==> config.mk <==
export PLATFORM = sky130hd
export DESIGN_NAME = rts_cts_mac_controller
export DESIGN_NICKNAME = d
export VERILOG_FILES = /design/src/hw/rtl/rtscts_pkg.sv /design/src/hw/rtl/rtscts_mod.sv /design/src/hw/rtl/rtscts_datapath.sv /design/src/hw/rtl/rtscts_ctrl.sv /design/src/hw/rtl/rts_cts_mac_controller.sv
export SDC_FILE = /design/constraint.sdc
export NUM_CORES = 1
export LEC_CHECK = 0
export BUFFER_PORTS_ARGS = -buffer_cell sky130_fd_sc_hd__buf_2
export CAP_MARGIN = 20
export CORE_MARGIN = 5
export CORE_UTILIZATION = 50
export DETAILED_ROUTE_END_ITERATION = 16
export GPL_TIMING_DRIVEN = 0
export HOLD_SLACK_MARGIN = 0.15
export PLACE_DENSITY = 0.71
export SETUP_SLACK_MARGIN = 0.05
export SYNTH_ARGS = -nofsm -noshare
export SYNTH_HDL_FRONTEND = slang
export SYNTH_SLANG_ARGS = --single-unit
==> constraint.sdc <==
create_clock -name clk -period 6.3 [get_ports clk]
set_clock_uncertainty 0.1 [all_clocks]
set_input_delay 1.26 -clock clk [delete_from_list [all_inputs] [get_ports clk]]
set_output_delay 1.26 -clock clk [all_outputs]
set_load 0.005 [all_outputs]
==> src/hw/rtl/rtscts_pkg.sv <==
// Package for the RTS/CTS station controller: field widths, frame and mode codes,
// and the command/status structs shared by the controller and the datapath.
// No dependencies.
package rtscts_pkg;
	localparam int TIMER_WIDTH_DEF = 16;
	localparam int ADDRESS_WIDTH_DEF = 48;
	localparam int TYPE_W = 2;
	localparam int DUR_W = 16;
	localparam int CFG_IDX_W = 3;

	localparam logic [1:0] MODE_TICK = 2'd0;
	localparam logic [1:0] MODE_SEND = 2'd1;
	localparam logic [1:0] MODE_RX = 2'd2;

	localparam logic [1:0] FR_RTS = 2'd0;
	localparam logic [1:0] FR_CTS = 2'd1;
	localparam logic [1:0] FR_DATA = 2'd2;
	localparam logic [1:0] FR_ACK = 2'd3;

	localparam logic [2:0] REG_OWN = 3'd0;
	localparam logic [2:0] REG_PEER = 3'd1;
	localparam logic [2:0] REG_SIFS = 3'd2;
	localparam logic [2:0] REG_DIFS = 3'd3;
	localparam logic [2:0] REG_RESV = 3'd4;
	localparam logic [2:0] REG_MAXB = 3'd5;

	// what the datapath decoded from the latched request
	typedef struct packed {
		logic emit_rts;
		logic emit_second;
		logic [1:0] second_type;
		logic need_mod;
	} rtscts_status_t;

	// controller commands
	typedef struct packed {
		logic latch;
		logic commit;
		logic mod_start;
	} rtscts_cmd_t;
endpackage

==> src/hw/rtl/rtscts_mod.sv <==
// Iterative restoring remainder unit, one quotient bit per cycle.
// Depends on rtscts_pkg.
module rtscts_mod import rtscts_pkg::*; #(
	parameter int W = TIMER_WIDTH_DEF
) (
	input logic clk,
	input logic arst_n,
	input logic start,
	input logic [W-1:0] dividend,
	input logic [W-1:0] divisor,
	output logic busy,
	output logic [W-1:0] remainder
);
	localparam int CW = $clog2(W + 1);
	logic [W-1:0] quo_q;
	logic [W:0] rem_q;
	logic [W-1:0] div_q;
	logic [CW-1:0] cnt_q;
	logic [W:0] shifted;
	logic [W:0] diff;

	assign shifted = {rem_q[W-1:0], quo_q[W-1]};
	assign diff = shifted - {1'b0, div_q};
	assign busy = (cnt_q != '0);
	assign remainder = rem_q[W-1:0];

	always_ff @(posedge clk or negedge arst_n) begin
		if (!arst_n) begin
			cnt_q <= '0;
		end else if (start) begin
			cnt_q <= CW'(W);
		end else if (busy) begin
			cnt_q <= cnt_q - 1'b1;
		end
	end

	always_ff @(posedge clk) begin
		if (start) begin
			quo_q <= dividend;
			rem_q <= '0;
			div_q <= divisor;
		end else if (busy) begin
			quo_q <= {quo_q[W-2:0], 1'b0};
			if (!diff[W]) begin
				rem_q <= diff;
			end else begin
				rem_q <= shifted;
			end
		end
	end
endmodule

==> src/hw/rtl/rtscts_datapath.sv <==
// Datapath: configuration registers, timers, exchange state, backoff remainder
// unit and the two result slots. Depends on rtscts_pkg and rtscts_mod.
module rtscts_datapath import rtscts_pkg::*; #(
	parameter int TW = TIMER_WIDTH_DEF,
	parameter int AW = ADDRESS_WIDTH_DEF
) (
	input logic clk,
	input logic arst_n,
	input logic cfg_we,
	input logic [CFG_IDX_W-1:0] cfg_idx,
	input logic [AW-1:0] cfg_wdata,
	input logic [1:0] mode,
	input logic [1:0] rx_type,
	input logic [AW-1:0] rx_source,
	input logic [AW-1:0] rx_destination,
	input logic [DUR_W-1:0] rx_duration,
	input logic [DUR_W-1:0] backoff_draw,
	input rtscts_cmd_t cmd,
	output rtscts_status_t stat,
	output logic mod_busy,
	output logic [1:0] o_type [2],
	output logic [AW-1:0] o_src [2],
	output logic [AW-1:0] o_dst [2],
	output logic [DUR_W-1:0] o_dur [2],
	output logic o_done
);
	logic [AW-1:0] own_q, peer_q, req_addr_q;
	logic [TW-1:0] sifs_q, difs_q, maxb_q;
	logic [DUR_W-1:0] resv_q, req_dur_q;
	logic [TW-1:0] cw_t_q, bo_t_q, df_t_q, win_t_q;
	logic cw_a_q, bo_a_q, df_a_q, win_a_q;
	logic [1:0] rts_cnt_q;
	logic pend_q, fin_q;
	logic [1:0] mode_q, rtype_q;
	logic [AW-1:0] rsrc_q, rdst_q;
	logic [DUR_W-1:0] rdur_q, draw_q;
	logic [TW-1:0] mod_rem;
	logic [TW-1:0] draw_ext;

	logic w_end, c_end, b_end, d_end, for_me;

	assign draw_ext = TW'(draw_q);
	assign w_end = win_a_q && (win_t_q <= TW'(1));
	assign c_end = cw_a_q && (cw_t_q <= TW'(1));
	assign b_end = bo_a_q && (bo_t_q <= TW'(1));
	assign d_end = df_a_q && (df_t_q <= TW'(1));
	assign for_me = (rdst_q == own_q);

	rtscts_mod #(.W(TW)) u_mod (
		.clk(clk), .arst_n(arst_n), .start(cmd.mod_start),
		.dividend(draw_ext), .divisor(maxb_q),
		.busy(mod_busy), .remainder(mod_rem)
	);

	always_comb begin
		stat = '0;
		unique case (mode_q)
			MODE_TICK: begin
				stat.emit_rts = b_end || d_end;
				stat.emit_second = w_end && (rts_cnt_q == 2'd1);
				stat.second_type = FR_CTS;
				stat.need_mod = c_end && (maxb_q != '0);
			end
			MODE_SEND: stat.emit_rts = 1'b1;
			MODE_RX: begin
				if (for_me) begin
					unique case (rtype_q)
						FR_RTS: stat.emit_second = 1'b0;
						FR_CTS: begin
							stat.emit_second = 1'b1;
							stat.second_type = FR_DATA;
						end
						FR_DATA: begin
							stat.emit_second = 1'b1;
							stat.second_type = FR_ACK;
						end
						default: begin
							stat.emit_second = pend_q;
							stat.second_type = FR_DATA;
						end
					endcase
				end
			end
			default: stat = '0;
		endcase
	end

	// result slots: slot 0 RTS, slot 1 the other frame
	assign o_type[0] = FR_RTS;
	assign o_src[0] = own_q;
	assign o_dst[0] = peer_q;
	assign o_dur[0] = resv_q;
	assign o_type[1] = stat.second_type;
	assign o_src[1] = own_q;
	always_comb begin
		o_dst[1] = peer_q;
		o_dur[1] = '0;
		if (stat.second_type == FR_CTS) begin
			o_dst[1] = req_addr_q;
			o_dur[1] = req_dur_q;
		end else if (stat.second_type == FR_ACK) begin
			o_dst[1] = rsrc_q;
		end
	end
	// done as it will be after the step
	assign o_done = fin_q || (mode_q == MODE_RX && for_me && rtype_q == FR_ACK && !pend_q);

	always_ff @(posedge clk) begin
		if (cmd.latch) begin
			mode_q <= mode;
			rtype_q <= rx_type;
			rsrc_q <= rx_source;
			rdst_q <= rx_destination;
			rdur_q <= rx_duration;
			draw_q <= backoff_draw;
		end
	end

	always_ff @(posedge clk or negedge arst_n) begin
		if (!arst_n) begin
			own_q <= '0;
			peer_q <= '0;
			sifs_q <= TW'(10);
			difs_q <= TW'(30);
			resv_q <= DUR_W'(100);
			maxb_q <= TW'(60);
		end else if (cfg_we) begin
			unique case (cfg_idx)
				REG_OWN: own_q <= cfg_wdata;
				REG_PEER: peer_q <= cfg_wdata;
				REG_SIFS: sifs_q <= TW'(cfg_wdata[DUR_W-1:0]);
				REG_DIFS: difs_q <= TW'(cfg_wdata[DUR_W-1:0]);
				REG_RESV: resv_q <= cfg_wdata[DUR_W-1:0];
				REG_MAXB: maxb_q <= TW'(cfg_wdata[DUR_W-1:0]);
				default: ;
			endcase
		end
	end

	always_ff @(posedge clk or negedge arst_n) begin
		if (!arst_n) begin
			cw_t_q <= '0; bo_t_q <= '0; df_t_q <= '0; win_t_q <= '0;
			cw_a_q <= 1'b0; bo_a_q <= 1'b0; df_a_q <= 1'b0; win_a_q <= 1'b0;
			rts_cnt_q <= '0;
			req_addr_q <= '0;
			req_dur_q <= '0;
			pend_q <= 1'b0;
			fin_q <= 1'b0;
		end else if (cmd.commit) begin
			unique case (mode_q)
				MODE_TICK: begin
					win_a_q <= win_a_q && !w_end;
					win_t_q <= !win_a_q ? win_t_q : (w_end ? '0 : win_t_q - 1'b1);
					cw_a_q <= cw_a_q && !c_end;
					cw_t_q <= !cw_a_q ? cw_t_q : (c_end ? '0 : cw_t_q - 1'b1);
					bo_a_q <= bo_a_q && !b_end;
					bo_t_q <= !bo_a_q ? bo_t_q : (b_end ? '0 : bo_t_q - 1'b1);
					df_a_q <= df_a_q && !d_end;
					df_t_q <= !df_a_q ? df_t_q : (d_end ? '0 : df_t_q - 1'b1);
					if (c_end) begin
						bo_a_q <= 1'b1;
						bo_t_q <= (maxb_q == '0) ? '0 : mod_rem;
					end
					if (b_end || d_end) begin
						cw_t_q <= difs_q; cw_a_q <= 1'b1;
						bo_a_q <= 1'b0; bo_t_q <= '0;
						df_a_q <= 1'b0; df_t_q <= '0;
					end
					if (w_end) rts_cnt_q <= '0;
				end
				MODE_SEND: begin
					cw_t_q <= difs_q; cw_a_q <= 1'b1;
					bo_a_q <= 1'b0; bo_t_q <= '0;
					df_a_q <= 1'b0; df_t_q <= '0;
					pend_q <= 1'b1;
				end
				MODE_RX: begin
					if (for_me) begin
						unique case (rtype_q)
							FR_RTS: begin
								if (rts_cnt_q != 2'd3) rts_cnt_q <= rts_cnt_q + 1'b1;
								if (!win_a_q) begin
									win_a_q <= 1'b1;
									win_t_q <= sifs_q;
									req_addr_q <= rsrc_q;
									req_dur_q <= rdur_q;
								end
							end
							FR_CTS: pend_q <= 1'b0;
							FR_DATA: ;
							default: begin
								if (pend_q) begin
									pend_q <= 1'b0;
								end else begin
									fin_q <= 1'b1;
									cw_a_q <= 1'b0; cw_t_q <= '0;
									bo_a_q <= 1'b0; bo_t_q <= '0;
									df_a_q <= 1'b0; df_t_q <= '0;
								end
							end
						endcase
					end else if (rtype_q == FR_CTS) begin
						cw_a_q <= 1'b0; cw_t_q <= '0;
						bo_a_q <= 1'b0; bo_t_q <= '0;
						if (!fin_q) begin
							df_t_q <= TW'(rdur_q);
							df_a_q <= 1'b1;
						end
					end
				end
				default: ;
			endcase
		end
	end
endmodule

==> src/hw/rtl/rtscts_ctrl.sv <==
// Controller FSM: takes a request, waits for the remainder unit if needed,
// commits state and hands out up to two results. Depends on rtscts_pkg.
module rtscts_ctrl import rtscts_pkg::*; (
	input logic clk,
	input logic arst_n,
	input logic in_valid,
	output logic in_ready,
	input rtscts_status_t stat,
	input logic mod_busy,
	output rtscts_cmd_t cmd,
	output logic out_valid,
	input logic out_ready,
	output logic out_slot,
	output logic out_last
);
	localparam logic [2:0] S_IDLE = 3'd0;
	localparam logic [2:0] S_DEC = 3'd1;
	localparam logic [2:0] S_MOD = 3'd2;
	localparam logic [2:0] S_OUT0 = 3'd3;
	localparam logic [2:0] S_OUT1 = 3'd4;

	logic [2:0] st_q;
	logic has0, has1;

	assign has0 = stat.emit_rts;
	assign has1 = stat.emit_second;
	assign in_ready = (st_q == S_IDLE);
	assign out_valid = (st_q == S_OUT0) || (st_q == S_OUT1);
	assign out_slot = (st_q == S_OUT1);
	assign out_last = (st_q == S_OUT1) || !has1;

	always_comb begin
		cmd = '0;
		cmd.latch = (st_q == S_IDLE) && in_valid;
		cmd.mod_start = (st_q == S_DEC) && stat.need_mod;
		// with results, state is committed once the last result is taken, so outputs see old state
		cmd.commit = ((st_q == S_DEC) && !stat.need_mod && !has0 && !has1)
			|| ((st_q == S_MOD) && !mod_busy && !has0 && !has1)
			|| (out_valid && out_ready && out_last);
	end

	always_ff @(posedge clk or negedge arst_n) begin
		if (!arst_n) begin
			st_q <= S_IDLE;
		end else begin
			unique case (st_q)
				S_IDLE: if (in_valid) st_q <= S_DEC;
				S_DEC: begin
					if (stat.need_mod) st_q <= S_MOD;
					else if (has0) st_q <= S_OUT0;
					else if (has1) st_q <= S_OUT1;
					else st_q <= S_IDLE;
				end
				S_MOD: begin
					if (!mod_busy) begin
						if (has0) st_q <= S_OUT0;
						else if (has1) st_q <= S_OUT1;
						else st_q <= S_IDLE;
					end
				end
				S_OUT0: if (out_ready) st_q <= has1 ? S_OUT1 : S_IDLE;
				S_OUT1: if (out_ready) st_q <= S_IDLE;
				default: st_q <= S_IDLE;
			endcase
		end
	end
endmodule

==> src/hw/rtl/rts_cts_mac_controller.sv <==
// RTS/CTS station controller top level.
// A request is latched in S_IDLE and decoded in S_DEC before the first result is offered; a tick
// whose CTS wait runs out also passes through S_MOD while the remainder unit runs.
// Requests: one at a time; a new request is taken only after the last result is taken.
// Reset: arst_n clears all timers and state and loads register defaults.
// Depends on rtscts_pkg, rtscts_ctrl, rtscts_datapath.
module rts_cts_mac_controller import rtscts_pkg::*; #(
	parameter int TIMER_WIDTH = TIMER_WIDTH_DEF,
	parameter int ADDRESS_WIDTH = ADDRESS_WIDTH_DEF
) (
	input logic clk,
	input logic arst_n,
	input logic cfg_we,
	input logic [CFG_IDX_W-1:0] cfg_idx,
	input logic [ADDRESS_WIDTH-1:0] cfg_wdata,
	input logic in_valid,
	output logic in_ready,
	input logic [1:0] mode,
	input logic [1:0] rx_type,
	input logic [ADDRESS_WIDTH-1:0] rx_source,
	input logic [ADDRESS_WIDTH-1:0] rx_destination,
	input logic [DUR_W-1:0] rx_duration,
	input logic [DUR_W-1:0] backoff_draw,
	output logic out_valid,
	input logic out_ready,
	output logic [1:0] tx_type,
	output logic [ADDRESS_WIDTH-1:0] tx_source,
	output logic [ADDRESS_WIDTH-1:0] tx_destination,
	output logic [DUR_W-1:0] tx_duration,
	output logic done_flag,
	output logic last_of_run
);
	rtscts_cmd_t cmd;
	rtscts_status_t stat;
	logic mod_busy, slot;
	logic [1:0] o_type [2];
	logic [ADDRESS_WIDTH-1:0] o_src [2];
	logic [ADDRESS_WIDTH-1:0] o_dst [2];
	logic [DUR_W-1:0] o_dur [2];
	logic o_done;

	rtscts_ctrl u_ctrl (
		.clk(clk), .arst_n(arst_n), .in_valid(in_valid), .in_ready(in_ready),
		.stat(stat), .mod_busy(mod_busy), .cmd(cmd), .out_valid(out_valid),
		.out_ready(out_ready), .out_slot(slot), .out_last(last_of_run)
	);

	rtscts_datapath #(.TW(TIMER_WIDTH), .AW(ADDRESS_WIDTH)) u_dp (
		.clk(clk), .arst_n(arst_n), .cfg_we(cfg_we), .cfg_idx(cfg_idx),
		.cfg_wdata(cfg_wdata), .mode(mode), .rx_type(rx_type),
		.rx_source(rx_source), .rx_destination(rx_destination),
		.rx_duration(rx_duration), .backoff_draw(backoff_draw),
		.cmd(cmd), .stat(stat), .mod_busy(mod_busy),
		.o_type(o_type), .o_src(o_src), .o_dst(o_dst), .o_dur(o_dur),
		.o_done(o_done)
	);

	assign tx_type = o_type[slot];
	assign tx_source = o_src[slot];
	assign tx_destination = o_dst[slot];
	assign tx_duration = o_dur[slot];
	assign done_flag = o_done;
endmodule

* Word-level counts from Yosys, hierarchy flattened
Index checks and enable logic that the tools add are counted.
** Storage, ports and cells
- Register bits :: 484
- Input bits :: 188
- Logic and storage cells :: 238
** Cells by class
- Reductions and logical operators :: 70
- Muxes and demuxes :: 85
- Bitwise logic cells :: 4
- $add $sub $neg :: 7
- Equal/unequal tests :: 37
- Magnitude comparators :: 5
** Operator list (number)
- 16-bit two-way mux :: 30
- 48-bit two-way mux :: 7
- 16-bit one-hot mux with 3 select lines :: 3
- 16-bit by 1-bit <= comparator with 1-bit output (second input constant) :: 4
- 16-bit by 1-bit subtractor with 16-bit output (second input constant) :: 4
- 48-bit == test :: 1
- 16-bit one-hot mux with 2 select lines :: 1
- 6-bit AND reduction :: 5
- 3-bit two-way mux :: 8
- 1-bit logical AND :: 23
- 2-bit != test (second input constant) :: 9
- 17-bit by 16-bit subtractor with 17-bit output :: 1
- 16-bit zero test :: 1
- 1-bit two-way mux :: 16
- 16-bit nonzero test :: 1
- 3-bit one-hot mux with 5 select lines :: 1
- 5-bit AND reduction :: 3
- 2-bit two-way mux :: 7
- 3-bit by 2-bit == test with 1-bit output (second input constant) :: 4
- 2-bit AND reduction :: 6
- 4-bit AND reduction :: 3
- 5-bit two-way mux :: 2
- 3-bit == test (second input constant) :: 3
- 1-bit zero test :: 9
- other kinds (26) :: 56

* Logic depth before layout (Yosys ltp)
Gate-level depths: netlist of the first run.
- Depth in word-level cells :: 11
- Gate-level depth with buffers :: 13

* Hierarchy
From an unflattened synthesis of the first run, not the netlist that was laid out.
** Unflattened totals
- Cell total of the unflattened synthesis :: 2008
- Area total of the unflattened synthesis :: 24780.0 sq um
** By module, submodules not included
- rtscts_datapath :: seq. area each 11387.2 sq um, instances 1, area an instance 19586.3 sq um, cells an instance 1529
- rtscts_mod :: seq. area each 1406.3 sq um, instances 1, area an instance 3254.4 sq um, cells an instance 313
- rts_cts_mac_controller :: seq. area each 0.0 sq um, instances 1, area an instance 1627.8 sq um, cells an instance 127
- rtscts_ctrl :: seq. area each 75.1 sq um, instances 1, area an instance 311.5 sq um, cells an instance 39

* Worst setup path before layout of the first run
OpenSTA, ideal clock, no wires.
- Kind :: input -> register
- From :: input in_valid
- To :: register u_dp.draw_q[0], in the netlist u_dp.draw_ext[0] (enable)
- Data arrival time :: 4.282 ns
- Slack :: 1.411 ns
- Data required time :: 5.694 ns
- Cell stages on the path :: 1
- Path through :: and2_1
** Between the ends
- Cells in the longest elaborated chain, start to end :: 1
** Ends and longest elaborated chain
- start: declaration :: RTL line rts_cts_mac_controller.sv:16 : input logic in_valid,
- 1-bit logical AND :: RTL line rtscts_ctrl.sv:34 : cmd.latch = (st_q == S_IDLE) && in_valid;
- end signal: assignment :: RTL line rtscts_datapath.sv:115 : draw_q <= backoff_draw;
- end: declaration :: RTL line rtscts_datapath.sv:36 : logic [DUR_W-1:0] rdur_q, draw_q;
No other way between the ends.
A chain may end at the register's enable or synchronous reset.

* Worst setup path in the final report of the first run
- From :: register u_dp.own_q[22]
- To :: output tx_destination[28]
** Between the ends
- Cells in the longest elaborated chain, start to end :: 9
** Ends and longest elaborated chain
- start: declaration :: RTL line rtscts_datapath.sv:27 : logic [AW-1:0] own_q, peer_q, req_addr_q;
- start signal: assignment :: RTL line rtscts_datapath.sv:129 : REG_OWN: own_q <= cfg_wdata;
- 48-bit == test * :: RTL line rtscts_datapath.sv:47 : assign for_me = (rdst_q == own_q);
- 3-bit two-way mux * :: RTL line rtscts_datapath.sv:66 : if (for_me) begin
- 3-bit one-hot mux with 2 select lines * :: RTL line rtscts_datapath.sv:57 : unique case (mode_q)
- 2-bit == test :: RTL line rtscts_datapath.sv:101 : end else if (stat.second_type == FR_ACK) begin
- 48-bit two-way mux :: RTL line rtscts_datapath.sv:101
- 48-bit two-way mux * :: RTL line rtscts_datapath.sv:98 : if (stat.second_type == FR_CTS) begin
- 48-bit two-way mux (not written as such) * (3 in series) :: RTL line rts_cts_mac_controller.sv:60 : assign tx_destination = o_dst[slot];
- end: declaration :: RTL line rts_cts_mac_controller.sv:28 : output logic [ADDRESS_WIDTH-1:0] tx_destination,
Mark *: on every way between the ends. The rest lies on a longest branch, timed or not. The select of a mux whose other input is x is not followed.

==> results of run 1 <==
==> registers in the layout, summed over array words and instances, names as in the netlist, 48 cells and up <==
signal           cells
u_dp.own_q          48
u_dp.peer_q         48
u_dp.rdst_q         48
u_dp.req_addr_q     48
u_dp.rsrc_q         48
==> cells by family after synthesis <==
family	synth area share [%]
DFF	56.60
and+or+nand+nor	10.01
buffers and inverters	3.054
muxes	12.96
adders and majority gates	2.124
AOI/OAI and AO/OA	12.32
xor gates and xnor gates	2.928
==> per-stage QoR <==
step	instances	instance area [um^2]	total power [W]	setup slack, ns	utilization (%)
global route	2933	26870	0.01159	0.1124	59.47
detailed placement	2828	25150	0.008008	0.2064	55.66
CTS	2924	26820	0.01100	0.2065	59.36
floorplan	1916	22730	0.006844	1.411	-
global placement	2821	25010	0.007890	-2.116	55.35
finish	2937	26880	0.01100	0.2188	59.49
==> power breakdown <==
part           internal, W  switching, W  total, W  leakage, nW
Combinational      0.00146       0.00194   0.00340         5.24
Clock              0.00170       0.00128   0.00298        0.809
Sequential         0.00404      0.000577   0.00462         5.50
==> layout make-up <==
class / instances / area [um^2] / share of cell area, %
Sequential cell: 484 / 12870 / 47.87
Antenna cell: 10 / 25.02 / 0.09309
Buffer: 110 / 523.0 / 1.946
Multi-Input combinational cell: 1276 / 9191 / 34.19
Clock inverter: 25 / 239.0 / 0.8890
Tap cell: 600 / 750.7 / 2.793
Inverter: 46 / 172.7 / 0.6423
Clock buffer: 71 / 1411 / 5.250
Timing Repair Buffer: 315 / 1699 / 6.321
==> metal layers <==
metal  vias up  share of wire [%]  GRT usage [%]
li1       7869                  -              -
met1      8789                 40          35.20
met5         -              0.078              0
met2       788                 48          43.33
met3       150                7.9          5.539
met4         8                4.0          10.34
==> cells in the final DEF, fill, tap and decap left out, types with 10 or more instances in the layout <==
| cell type | n |
|---|---|
| dfxtp_1 | 16 |
| o31ai_1 | 12 |
| o211ai_1 | 24 |
| mux2i_1 | 13 |
| mux2_2 | 170 |
| clkbuf_16 | 51 |
| xor2_1 | 11 |
| dfstp_2 | 13 |
| mux2_4 | 60 |
| nand3_1 | 36 |
| nor3_1 | 49 |
| nor4_1 | 26 |
| nand4_1 | 21 |
| xnor2_1 | 65 |
| buf_2 | 309 |
| inv_1 | 45 |
| o41ai_1 | 12 |
| nand2_1 | 151 |
| a22oi_1 | 17 |
| a21oi_1 | 144 |
| buf_1 | 10 |
| clkbuf_1 | 103 |
| nor2_1 | 96 |
| o22ai_1 | 98 |
| edfxtp_1 | 164 |
| ha_1 | 37 |
| dfrtp_1 | 291 |
| diode_2 | 10 |
| o21ai_0 | 82 |
==> worst max path at each step <==
stage / start / endpoint / slack [ns] / cells after the start
after floorplan: in_valid / u_dp.draw_ext[0] / 1.41 / 1
after global placement: arst_n / u_dp.own_q[30] / -2.12 / 1
after detailed placement: u_dp.own_q[22] / tx_destination[44] / 0.21 / 10
after CTS: u_dp.own_q[22] / tx_destination[28] / 0.21 / 11
after global routing: u_dp.own_q[22] / tx_destination[28] / 0.11 / 11
final: u_dp.own_q[22] / tx_destination[28] / 0.22 / 11
==> critical path, stage by stage, from the launching register on <==
cell and delay (ns):
dfrtp_1 0.42, xnor2_1 0.50, nand4_1 0.26, nor4_2 0.58
nand4_1 0.40, nor3_2 0.53, nand2_1 0.20, clkbuf_1 0.34
clkbuf_1 0.35, o22ai_1 0.22, a21oi_1 0.11, buf_2 0.18
==> results.yml, run 1 <==
worst_setup_path:
  critPathLaunchType: "register"
  path_class: "register to output port"
  reg2regPathDepth: 9
  worstReg2RegStart: "u_dp.cw_t_q[2]"
  timing.rr.end: "u_dp.u_mod.quo_q[12]"
  crit_required_ns: 4.94
  arrival_ns: 4.72
  crit_path_max_fanout: 10
  end_kind: "output port"
  ff2ff_setup_slack_ns: 1.96
global_route:
  grt_antenna_before_repair: 16
  overflow: 0
  grt_pass1_wl_um: 103900
  grt_max_degree: 120
  grtUsageTotal_pct: 26.59
  grt_pass1_vias: 17530
synth:
  synthCells: 1916
  synth_async_sr_flop_share_pct: 62.81
  synth_top_area_share_pct: 32.03
  synthFlopType: "dfrtp_1"
  syn_nets: 2142
  synth-edff-count: 164
  synth_area_um2: 22730
  synth_area_leader_cell: "dfrtp_1"
  synth_commonest_cells: "291 x dfrtp_1, 170 x mux2_2, 164 x edfxtp_1"
  ys_ff_latch: 484
  synthTopCellsByArea: "dfrtp_1 32%, edfxtp_1 22%, mux2_2 8.4%"
  synth_cell_types: 78
  yosysWarningCount: 0
  synth-seq-area-share_pct: 56.60
  synth_most_common_cell: "dfrtp_1"
  syn_area_per_cell_um2: 11.87
floorplanning:
  rows: 78
  start_util_pct: 50.31
  die_h_um: 223.2
  core_area_um2: 45190
  dieArea_um2: 49830
  ios: 306
  die_x_um: 223.2
worst_hold_path:
  min_path_type: "register to register"
  whs_endpoint: "u_dp.u_mod.div_q[12]"
  worstHoldStart: "u_dp.maxb_q[12]"
  whs_path_depth: 0
detailed_routing:
  via_per_inst: 5.994
  route.detailed.wl_per_inst_um: 23.22
  first_pass_iters: 5
  wirelength_um: 68210
  drc: 0
  vias: 17600
  ant_nets: 0
  drt_iter0_drc: 1457
cells_and_area:
  fill_cells: 3613
  drive_gt1_share_pct: 28.45
  num-nets-final: 2510
  syn2layout_area_growth_pct: 18.24
clock_tree:
  clockBufferDepth: 3
  clk_latency_ns: 0.62
  cts_root_buf: "clkbuf_16"
  cts.clk_slew.worst_paths_ns: 0.06
  post_cts_resized: 4
  clock_sinks: 484
  ctsHoldBuffers: 0
  cts_max_level: 2
  cts_made_buffers: 51
  cts_setup_buffers: 0
  cts_tree: "yes"
timing:
  setup_tns_ns: 0
  max_freq_mhz: 164.4
  rsz0062_at_grt: "no"
  report.final.setup_viol: 0
  finalCritPeriodShare_pct: 96.53
  whs_ns: 0.3711
  drv_slew: 0
  tightest_slew_ns: 0.8276
  hold_viol: 0
  finalCriticalPeriod_ns: 6.081
  max-slew-margin-rel_pct: 44.83
placement:
  port-buffer-count: 305
  place_hpwl_um: 49410
  place.gp.congestion: 0.9327
flow_run:
  cap_violations: 0
power_and_ir_drop:
  ir_drop_uv: 300.5
  leakagePower_nw: 11.55
  p_per_area_nw_per_um2: 409.0
outcome:
  status: "finished, final reports clean"
No activity file was read; power rests on OpenSTA's default activity.
==> run 2, diff against run 1 <==
--- a/config.mk
+++ b/config.mk
@@ -5,6 +5,7 @@
 export SDC_FILE = /design/constraint.sdc
 export NUM_CORES = 1
 export LEC_CHECK = 0
+export ABC_AREA = 1
 export BUFFER_PORTS_ARGS = -buffer_cell sky130_fd_sc_hd__buf_2
 export CAP_MARGIN = 20
 export CORE_MARGIN = 5
@@ -12,8 +13,10 @@
 export DETAILED_ROUTE_END_ITERATION = 16
 export GPL_TIMING_DRIVEN = 0
 export HOLD_SLACK_MARGIN = 0.15
-export PLACE_DENSITY = 0.71
+export PLACE_DENSITY = 0.7
 export SETUP_SLACK_MARGIN = 0.05
+export SLEW_MARGIN = 20
 export SYNTH_ARGS = -nofsm -noshare
 export SYNTH_HDL_FRONTEND = slang
+export SYNTH_HIERARCHICAL = 1
 export SYNTH_SLANG_ARGS = --single-unit
==> results.yml, run 2 <==
outcome:
  status: "finished, final reports clean"
clock_tree:
  cts_setup_buffers: 0
  cts_tree: "yes"
  clockBufferDepth: 3
  clk_latency_ns: 0.61
  cts_root_buf: "clkbuf_16"
  post_cts_resized: 0
  ctsHoldBuffers: 0
  clock_sinks: 484
  cts.clk_slew.worst_paths_ns: 0.06
  cts_max_level: 2
  cts_made_buffers: 52
timing:
  max-slew-margin-rel_pct: 36.27
  max_freq_mhz: 194.1
  drv_slew: 0
  tightest_slew_ns: 0.9531
  finalCritPeriodShare_pct: 81.80
  hold_viol: 0
  rsz0062_at_grt: "no"
  report.final.setup_viol: 0
  finalCriticalPeriod_ns: 5.153
global_route:
  grt_antenna_before_repair: 8
  grt_pass1_wl_um: 120300
  grt_max_degree: 86
  grtUsageTotal_pct: 26.75
  overflow: 0
  grt_pass1_vias: 21480
floorplanning:
  rows: 83
  dieArea_um2: 56610
  start_util_pct: 50.53
  ios: 306
  core_area_um2: 51410
  die_h_um: 237.9
  die_x_um: 237.9
power_and_ir_drop:
  leakagePower_nw: 16.06
  p_per_area_nw_per_um2: 397.1
  ir_drop_uv: 244.8
flow_run:
  cap_violations: 0
placement:
  port-buffer-count: 305
  place_area_um2: 28590
  place.gp.congestion: 0.9262
  place_hpwl_um: 58240
worst_setup_path:
  path_class: "register to register"
  reg2regPathDepth: 15
  end_kind: "register"
  ff2ff_setup_slack_ns: 1.15
  crit_required_ns: 6.67
  critPathLaunchType: "register"
  worstReg2RegStart: "u_dp/mode_q[0]"
  crit_path_max_fanout: 10
  timing.rr.end: "u_dp/req_addr_q[41]"
  arrival_ns: 5.52
cells_and_area:
  multi_input_area_um2: 10480
  mostFrequentLayoutCell: "nand2_1"
  fill_cells: 4744
  fin_util_pct: 59.12
  drive_gt1_share_pct: 15.19
  syn2layout_area_growth_pct: 17.00
  fin_area_um2: 30390
  num-nets-final: 3995
  layout_common_cells: "1,325 x nand2_1, 402 x inv_1, 340 x buf_2, 291 x dfrtp_1, 247 x nand3_1"
  regArea_um2: 12870
detailed_routing:
  via_per_inst: 5.125
  first_pass_iters: 6
  drc: 0
  wirelength_um: 77760
  vias: 23040
  route.detailed.wl_per_inst_um: 17.30
  ant_nets: 0
  drt_iter0_drc: 2012
worst_hold_path:
  worstHoldStart: "u_dp/df_t_q[13]"
  min_path_type: "register to register"
  whs_path_depth: 2
  whs_endpoint: "u_dp/df_t_q[13]"
synth:
  synthCells: 3397
  synth_area_um2: 25980
  syn_area_per_cell_um2: 7.647
  yosysWarningCount: 6
run 2: worst max-delay path by stage:
stage               cells after the start                   to  slack (ns)           start
global placement                        1  u_dp/u_mod/cnt_q[2]       -2.16          arst_n
global route                           16  u_dp/req_addr_q[47]        0.83  u_dp/mode_q[0]
finish                                 15  u_dp/req_addr_q[41]        1.15  u_dp/mode_q[0]
floorplan                               2     u_dp/draw_ext[0]        1.28        in_valid
detailed placement                     15  u_dp/req_addr_q[43]        1.26  u_dp/mode_q[0]
CTS                                    15  u_dp/req_addr_q[41]        1.21  u_dp/mode_q[0]
run 2: area by class of cell:
type | count | area share, %
flip-flops and latches | 484 | 42.34
multi-input cells | 2309 | 34.47
repair buffers | 317 | 5.759
inverters | 411 | 5.084
clock buffers | 64 | 4.664
plain buffers | 194 | 3.631
well taps | 680 | 2.799
clock inverters | 33 | 1.219
diodes | 4 | 0.03293
run 2: critical path, cell delays in order, from the launching register on:
cell      delay [ns]
edfxtp_1        0.48
inv_1           0.13
ha_1            0.14
clkbuf_1        0.45
inv_2           0.25
buf_1           0.37
o21ai_0         0.84
nor2_1          0.17
nand3_1         0.13
o211ai_1        0.26
inv_1           0.23
nor2_1          0.06
nand3_1         0.16
clkbuf_1        0.57
clkbuf_1        0.54
o21ai_1         0.14
run 2: routing by layer:
layer / share of wire (%) / track usage [%]
met5: 0.060 / 0
met4: 3.8 / 10.02
met3: 7.1 / 4.149
met2: 48 / 44.23
met1: 41 / 35.91
run 2: through the flow:
| step | setup slack (ns) | total power, W | hold WS [ns] | setup TNS (ns) | instances |
|---|---|---|---|---|---|
| after floorplan | 1.283 | 0.007546 | 0.3419 | 0 | 3398 |
| after global placement | -2.156 | 0.008737 | 0.3544 | -697.85 | 4383 |
| after detailed placement | 1.258 | 0.008847 | 0.3604 | 0 | 4395 |
| after CTS | 1.208 | 0.01209 | 0.3756 | 0 | 4492 |
| after global routing | 0.8311 | 0.01292 | 0.4018 | 0 | 4493 |
| final | 1.147 | 0.01207 | 0.3694 | 0 | 4496 |
run 2: report_power, final:
part / switching, W / internal (W)
logic: 0.00263 / 0.00158
registers: 0.000629 / 0.00403
clock network: 0.00132 / 0.00189
